==> src/fbpa_pkg.sv <==
// ----------------------------------------------------------------------------
// fbpa_pkg
// Shared types and constants for the fixed block pool allocator: pool size,
// field widths, request and response structs, status and state codes.
// ----------------------------------------------------------------------------
package fbpa_pkg;

    localparam int NUM_BLOCKS = 16;
    localparam int IDX_W      = (NUM_BLOCKS > 1) ? $clog2(NUM_BLOCKS) : 1;
    localparam int CNT_W      = $clog2(NUM_BLOCKS + 1);
    localparam int ADDR_W     = 32;
    localparam int BS_W       = 16;
    localparam int REM_W      = BS_W + IDX_W;
    localparam int PROD_W     = BS_W + IDX_W;
    localparam int STEP_W     = (IDX_W > 1) ? $clog2(IDX_W) : 1;
    localparam int CFG_IDX_W  = 1;

    localparam logic [CFG_IDX_W-1:0] REG_BASE_ADDRESS = 1'b0;
    localparam logic [CFG_IDX_W-1:0] REG_BLOCK_SIZE   = 1'b1;

    localparam logic [BS_W-1:0] BLOCK_SIZE_RESET = 16'd4;

    localparam logic KIND_ALLOC = 1'b0;
    localparam logic KIND_FREE  = 1'b1;

    typedef enum logic [1:0] {
        STAT_OK        = 2'd0,
        STAT_EXHAUSTED = 2'd1,
        STAT_NONE_USED = 2'd2,
        STAT_OUTSIDE   = 2'd3
    } status_t;

    typedef enum logic [2:0] {
        ST_IDLE,
        ST_ALLOC,
        ST_FREE_CHECK,
        ST_FREE_DIV,
        ST_FREE_PUSH
    } state_t;

    typedef struct packed {
        logic              kind;
        logic [ADDR_W-1:0] address;
    } req_t;

    typedef struct packed {
        logic [ADDR_W-1:0] block_address;
        status_t           status;
        logic [CNT_W-1:0]  used_count;
    } rsp_t;

endpackage

==> src/fixed_block_pool_allocator.sv <==
// ----------------------------------------------------------------------------
// fixed_block_pool_allocator
// Free-list stack allocator for a pool of equal-sized blocks, with a shared
// compare/subtract unit that divides a freed offset by the block size.
// ----------------------------------------------------------------------------
// Flow: an allocate goes IDLE, ALLOC and back to IDLE with the result; a free goes
// IDLE, FREE_CHECK, where it may be refused (none in use, outside the pool), then
// FREE_DIV (4 divide steps, one quotient bit per cycle) and FREE_PUSH.
// One request at a time: busy stays high until the result strobe, and the
// next start is taken in the cycle done is high. done lasts one cycle.
// Reset: stack holds 0..NUM_BLOCKS-1, nothing in use, base 0, block size 4.
module fixed_block_pool_allocator
    import fbpa_pkg::*;
(
    input  logic                 clk,
    input  logic                 rst_n,
    input  logic                 start,
    output logic                 busy,
    input  req_t                 req,
    output logic                 done,
    output rsp_t                 rsp,
    input  logic                 cfg_we,
    input  logic [CFG_IDX_W-1:0] cfg_index,
    input  logic [ADDR_W-1:0]    cfg_data
);

    state_t              state_reg, state_next;
    logic [ADDR_W-1:0]   base_reg;
    logic [BS_W-1:0]     bsize_reg;
    logic [IDX_W-1:0]    stack_reg [NUM_BLOCKS];
    logic [CNT_W-1:0]    count_reg, count_next;
    logic                kind_reg, kind_next;
    logic [ADDR_W-1:0]   addr_reg, addr_next;
    logic [REM_W-1:0]    rem_reg, rem_next;
    logic [REM_W-1:0]    div_reg, div_next;
    logic [IDX_W-1:0]    quo_reg, quo_next;
    logic [STEP_W-1:0]   step_reg, step_next;
    logic                done_reg, done_next;
    rsp_t                rsp_reg, rsp_next;

    logic                stack_we;
    logic [IDX_W-1:0]    stack_waddr;
    logic [IDX_W-1:0]    stack_wdata;

    logic [ADDR_W-1:0]   offset;
    logic [ADDR_W-1:0]   limit;
    logic [PROD_W-1:0]   product;
    logic [IDX_W-1:0]    top_idx;
    logic [CNT_W-1:0]    count_dec;

    assign busy = (state_reg != ST_IDLE);
    assign done = done_reg;
    assign rsp  = rsp_reg;

    assign offset    = addr_reg - base_reg;
    assign limit     = ADDR_W'({bsize_reg, {IDX_W{1'b0}}});
    assign top_idx   = stack_reg[count_reg[IDX_W-1:0]];
    assign product   = PROD_W'(top_idx) * PROD_W'(bsize_reg);
    assign count_dec = count_reg - CNT_W'(1);

    always_ff @(posedge clk or negedge rst_n)
    begin
        if (!rst_n)
        begin
            state_reg <= ST_IDLE;
            count_reg <= '0;
            done_reg  <= 1'b0;
            base_reg  <= '0;
            bsize_reg <= BLOCK_SIZE_RESET;
            for (int i = 0; i < NUM_BLOCKS; i++)
            begin
                stack_reg[i] <= IDX_W'(i);
            end
        end
        else
        begin
            state_reg <= state_next;
            count_reg <= count_next;
            done_reg  <= done_next;
            if (cfg_we)
            begin
                unique case (cfg_index)
                    REG_BASE_ADDRESS: base_reg  <= cfg_data;
                    REG_BLOCK_SIZE:   bsize_reg <= cfg_data[BS_W-1:0];
                    default:          ;
                endcase
            end
            if (stack_we)
            begin
                stack_reg[stack_waddr] <= stack_wdata;
            end
        end
    end

    // Datapath registers, no reset needed
    always_ff @(posedge clk)
    begin
        kind_reg <= kind_next;
        addr_reg <= addr_next;
        rem_reg  <= rem_next;
        div_reg  <= div_next;
        quo_reg  <= quo_next;
        step_reg <= step_next;
        rsp_reg  <= rsp_next;
    end

    always_comb
    begin
        state_next  = state_reg;
        count_next  = count_reg;
        kind_next   = kind_reg;
        addr_next   = addr_reg;
        rem_next    = rem_reg;
        div_next    = div_reg;
        quo_next    = quo_reg;
        step_next   = step_reg;
        done_next   = 1'b0;
        rsp_next    = rsp_reg;
        stack_we    = 1'b0;
        stack_waddr = count_dec[IDX_W-1:0];
        stack_wdata = quo_reg;

        unique case (state_reg)
            ST_IDLE:
            begin
                if (start)
                begin
                    kind_next  = req.kind;
                    addr_next  = req.address;
                    state_next = (req.kind == KIND_ALLOC) ? ST_ALLOC : ST_FREE_CHECK;
                end
            end

            ST_ALLOC:
            begin
                done_next  = 1'b1;
                state_next = ST_IDLE;
                if (count_reg == CNT_W'(NUM_BLOCKS))
                begin
                    rsp_next.block_address = '0;
                    rsp_next.status        = STAT_EXHAUSTED;
                    rsp_next.used_count    = count_reg;
                end
                else
                begin
                    count_next             = count_reg + CNT_W'(1);
                    rsp_next.block_address = base_reg + ADDR_W'(product);
                    rsp_next.status        = STAT_OK;
                    rsp_next.used_count    = count_reg + CNT_W'(1);
                end
            end

            ST_FREE_CHECK:
            begin
                // Quotient fits IDX_W bits only when offset < size << IDX_W;
                // a zero size fails this test too.
                rsp_next.block_address = '0;
                rsp_next.used_count    = count_reg;
                if (count_reg == '0)
                begin
                    rsp_next.status = STAT_NONE_USED;
                    done_next       = 1'b1;
                    state_next      = ST_IDLE;
                end
                else if (offset >= limit)
                begin
                    rsp_next.status = STAT_OUTSIDE;
                    done_next       = 1'b1;
                    state_next      = ST_IDLE;
                end
                else
                begin
                    rem_next   = offset[REM_W-1:0];
                    div_next   = REM_W'({bsize_reg, {(IDX_W-1){1'b0}}});
                    quo_next   = '0;
                    step_next  = STEP_W'(IDX_W - 1);
                    state_next = ST_FREE_DIV;
                end
            end

            ST_FREE_DIV:
            begin
                // One restoring step per cycle: compare, subtract, shift
                if (rem_reg >= div_reg)
                begin
                    rem_next = rem_reg - div_reg;
                    quo_next = {quo_reg[IDX_W-2:0], 1'b1};
                end
                else
                begin
                    quo_next = {quo_reg[IDX_W-2:0], 1'b0};
                end
                div_next  = div_reg >> 1;
                step_next = step_reg - STEP_W'(1);
                if (step_reg == '0)
                begin
                    state_next = ST_FREE_PUSH;
                end
            end

            ST_FREE_PUSH:
            begin
                done_next              = 1'b1;
                state_next             = ST_IDLE;
                rsp_next.block_address = '0;
                if (CNT_W'(quo_reg) >= CNT_W'(NUM_BLOCKS))
                begin
                    rsp_next.status     = STAT_OUTSIDE;
                    rsp_next.used_count = count_reg;
                end
                else
                begin
                    stack_we            = 1'b1;
                    count_next          = count_dec;
                    rsp_next.status     = STAT_OK;
                    rsp_next.used_count = count_dec;
                end
            end

            default:
            begin
                state_next = ST_IDLE;
            end
        endcase
    end

endmodule

==> config.mk <==
export PLATFORM = sky130hd
export DESIGN_NAME = fixed_block_pool_allocator
export DESIGN_NICKNAME = d
export VERILOG_FILES = /design/src/fbpa_pkg.sv /design/src/fixed_block_pool_allocator.sv
export SDC_FILE = /design/constraint.sdc
export NUM_CORES = 1
export LEC_CHECK = 0
export BUFFER_PORTS_ARGS = -buffer_cell sky130_fd_sc_hd__buf_4
export CAP_MARGIN = 20
export CORE_ASPECT_RATIO = 1.1
export CORE_UTILIZATION = 59
export CTS_CLUSTER_DIAMETER = 150
export CTS_CLUSTER_SIZE = 10
export DETAILED_ROUTE_END_ITERATION = 6
export MAX_ROUTING_LAYER = met4
export PLACE_DENSITY_LB_ADDON = 0.3
export SYNTH_ARGS = -nofsm -noshare
export SYNTH_HDL_FRONTEND = slang
export SYNTH_SLANG_ARGS = --single-unit
==> constraint.sdc <==
create_clock -name clk -period 11.9 [get_ports clk]
set_input_delay 1.785 -clock clk [delete_from_list [all_inputs] [get_ports clk]]
set_output_delay 1.785 -clock clk [all_outputs]
set_load 0.01 [all_outputs]
==> flow_summary.toml <==
[power]
p_per_area_nw_per_um2 = 186.9
p_leak_nw = 7.832
max-vdd-ir-drop_v = 0.0001078
p_total_mw = 3.282

[cts]
clkLatencyLatePin_ns = 0.54
cts_sinks = 237
cts_resized = 0
path_clk_slew_ns = 0.06
cts_tree = "done"
cts_buffer_depth = 3
hold_buffers = 0
postCtsSetupBuffers = 0
cts_inserted_buffers = 27
htreeDepth = 1
cts-root-buf = "clkbuf_16"

[synth]
syn_inst = 1490
netlist-cell-type-count = 76
ys_warn_count = 0
synth_area_leader_cell = "edfxtp_1"
synth-xor-area-share_pct = 4.209
synth.net_count = 1710
synth_area_um2 = 15600
synth-compound-area-share_pct = 11.39
synth_area_leaders = "edfxtp_1 (22%), dfrtp_1 (14%), ha_1 (8.3%), mux2_2 (6.1%), fa_1 (6.0%)"
synth_top_area_share_pct = 22.32
async_flop_share_pct = 51.05
syn_avg_cell_area_um2 = 10.47
yosys-top-cells-count = "inv_1 (153), nand2_1 (134), edfxtp_1 (116)"
synth_edf_count = 116
yosysMostFrequentCell = "inv_1"
synth_seq_area_share_pct = 41.99
synth_top_family_by_area = "adder cells"
synth_seq_cells = 237
synth-simple-area-share_pct = 13.72
synth_flop_cell = "edfxtp_1"
synthAdderAreaFrac_pct = 14.29
synth_mux_area_share_pct = 9.461

[flow_run]
maxCapViolations = 0

[cells_and_area]
finalNetCount = 1809
post-route-util_pct = 67.36
multiInputGateArea_um2 = 8305
antenna_cells = 0
nFillCells = 2017
area_growth_pct = 12.52
seq_area_um2 = 6553
largest_register_ff_count = 64
drive_gt1_share_pct = 19.58

[detailed_routing]
num_vias = 11486
antenna_left = 0
drt_first_iter_violations = 705
drt_wl_total_um = 36330
wl_per_cell_um = 18.53
drc = 0
viasPerCell = 5.857
firstDrtPassIters = 5

[placement]
dp_hpwl_um = 27050
io_buffers = 110
gp_congestion = 0.9105
dp_slack_ns = 5.008

[floorplanning]
coreArea_um2 = 26070
boundaryPins = 111
chipHeight_um = 172.6
fp-row-count = 62
initial_core_util_pct = 59.87
die_w_um = 157.1
dieArea_um2 = 27100

[global_route]
grt_use_total_pct = 28.49
grt_pass1_vias = 11671
grt_pass1_wl_um = 59060
grt_overflow = 0
antenna_found_initial = 0
grt_max_degree = 74

[timing]
setup_viol = 0
final-hold-violation-count = 0
rsz0062_at_grt = "no"
min_period_ns = 7.045
min_period_over_period_pct = 59.20
slew_headroom_pct = 21.14
finalClockSkew_ns = 0.01402
drv_slew = 0
max_freq_mhz = 141.9
finalSetupTns_ns = 0
whs_ns = 0.5046
worst_slack_ns = 4.855
worst_slew_pin_slew_ns = 1.179

[critical_path]
cp.required_ns = 12.19
critPathLaunchType = "register"
worstPathMaxFanout = 25
endpoint_kind = "register"
cp.arrival_ns = 7.33
path_class = "reg2reg"

[run_status]
status = "complete, no violations"

[worst_hold_path]
hp-class = "reg2reg"
critical path, cell delays in order, from the launching register on:
cell and delay (ns):
dfrtp_1 0.99, mux4_2 0.42, mux4_2 0.65, and2_1 0.25, fa_1 0.50, fa_1 0.54, inv_1 0.05, fa_1 0.49
inv_1 0.04, ha_1 0.34, a211o_1 0.36, a2111oi_0 0.52, nor4_1 0.17, o31ai_1 0.74, o21bai_1 0.23, a21oi_1 0.18
o21ai_0 0.10, xnor2_1 0.14, nor2_1 0.05
cells in the final DEF, fill, tap and decap left out, types with 3 or more instances in the layout:
| cell type | count |
|---|---|
| or3_1 | 6 |
| o21a_1 | 18 |
| and4_1 | 4 |
| inv_1 | 153 |
| o211ai_1 | 8 |
| nand2_1 | 134 |
| and2_1 | 67 |
| and3_1 | 10 |
| dfstp_2 | 33 |
| o21bai_1 | 9 |
| mux2_2 | 84 |
| a2111oi_0 | 3 |
| or2_2 | 6 |
| nor2b_1 | 8 |
| xor2_1 | 29 |
| mux2i_1 | 8 |
| nand4_1 | 14 |
| nand3_1 | 46 |
| nand3b_1 | 3 |
| nor3_1 | 28 |
| nor4_1 | 5 |
| o31ai_1 | 5 |
| nand2b_1 | 6 |
| buf_4 | 119 |
| clkbuf_16 | 27 |
| clkbuf_1 | 20 |
| a31oi_1 | 6 |
| ha_1 | 103 |
| a21oi_1 | 75 |
| mux4_2 | 20 |
| a21o_1 | 23 |
| edfxtp_1 | 116 |
| dfrtp_1 | 88 |
| fa_1 | 47 |
| a211oi_1 | 5 |
| o21ai_0 | 99 |
| nor2_1 | 76 |
| xnor2_1 | 46 |
| nor3b_1 | 3 |
through the flow:
step | cell area [um^2] | instances
3_3_place_gp | 16770 | 1911
3_5_place_dp | 16770 | 1911
2_1_floorplan | 15610 | 1490
4_1_cts | 17530 | 1960
6_report | 17560 | 1961
5_1_grt | 17560 | 1961
area by class of cell:
cell class | instances | share of cell area [%]
clock buffer | 47 | 4.276
clock inverter | 2 | 0.07839
inverter | 153 | 3.271
multi-input combinational | 1050 | 47.30
sequential | 237 | 37.32
tap | 352 | 2.508
timing repair buffer | 120 | 5.245
where the power goes:
group	switching [mW]	internal [mW]	total (mW)	leakage, nW
Combinational	0.834	0.601	1.43	4.92
Clock	0.328	0.424	0.751	0.365
Sequential	0.0836	1.01	1.10	2.55
routing by layer:
metal | part of all wire (%) | track usage [%]
met1 | 42 | 36.75
met2 | 50 | 47.13
met3 | 5.1 | 3.358
met4 | 2.9 | 8.657
met5 | 0 | -
cells by family (layout without fill, tap and decap cells):
kind of cell | after synthesis | after routing
and+or+nand+nor | 430 | 430
buffers and inverters | 203 | 322
AOI/OAI and AO/OA | 283 | 283
muxes | 112 | 112
xor gates and xnor gates | 75 | 75
adders and majority gates | 150 | 150
DFF | 237 | 237
worst paths after layout:
path,startpoint,to,slack [ns],cells past startpoint
max,count_reg[1],rsp[27],4.86,18
max reg2reg,count_reg[1],rsp[27],4.86,18
max in group asynchronous,rst_n,stack_reg[4],9.17,2
min in group asynchronous,rst_n,base_reg[2],1.31,1
min reg2reg,stack_reg[4],stack_reg[4],0.50,1
min,stack_reg[4],stack_reg[4],0.50,1
Note: power is estimated with default switching activity, not from simulation.
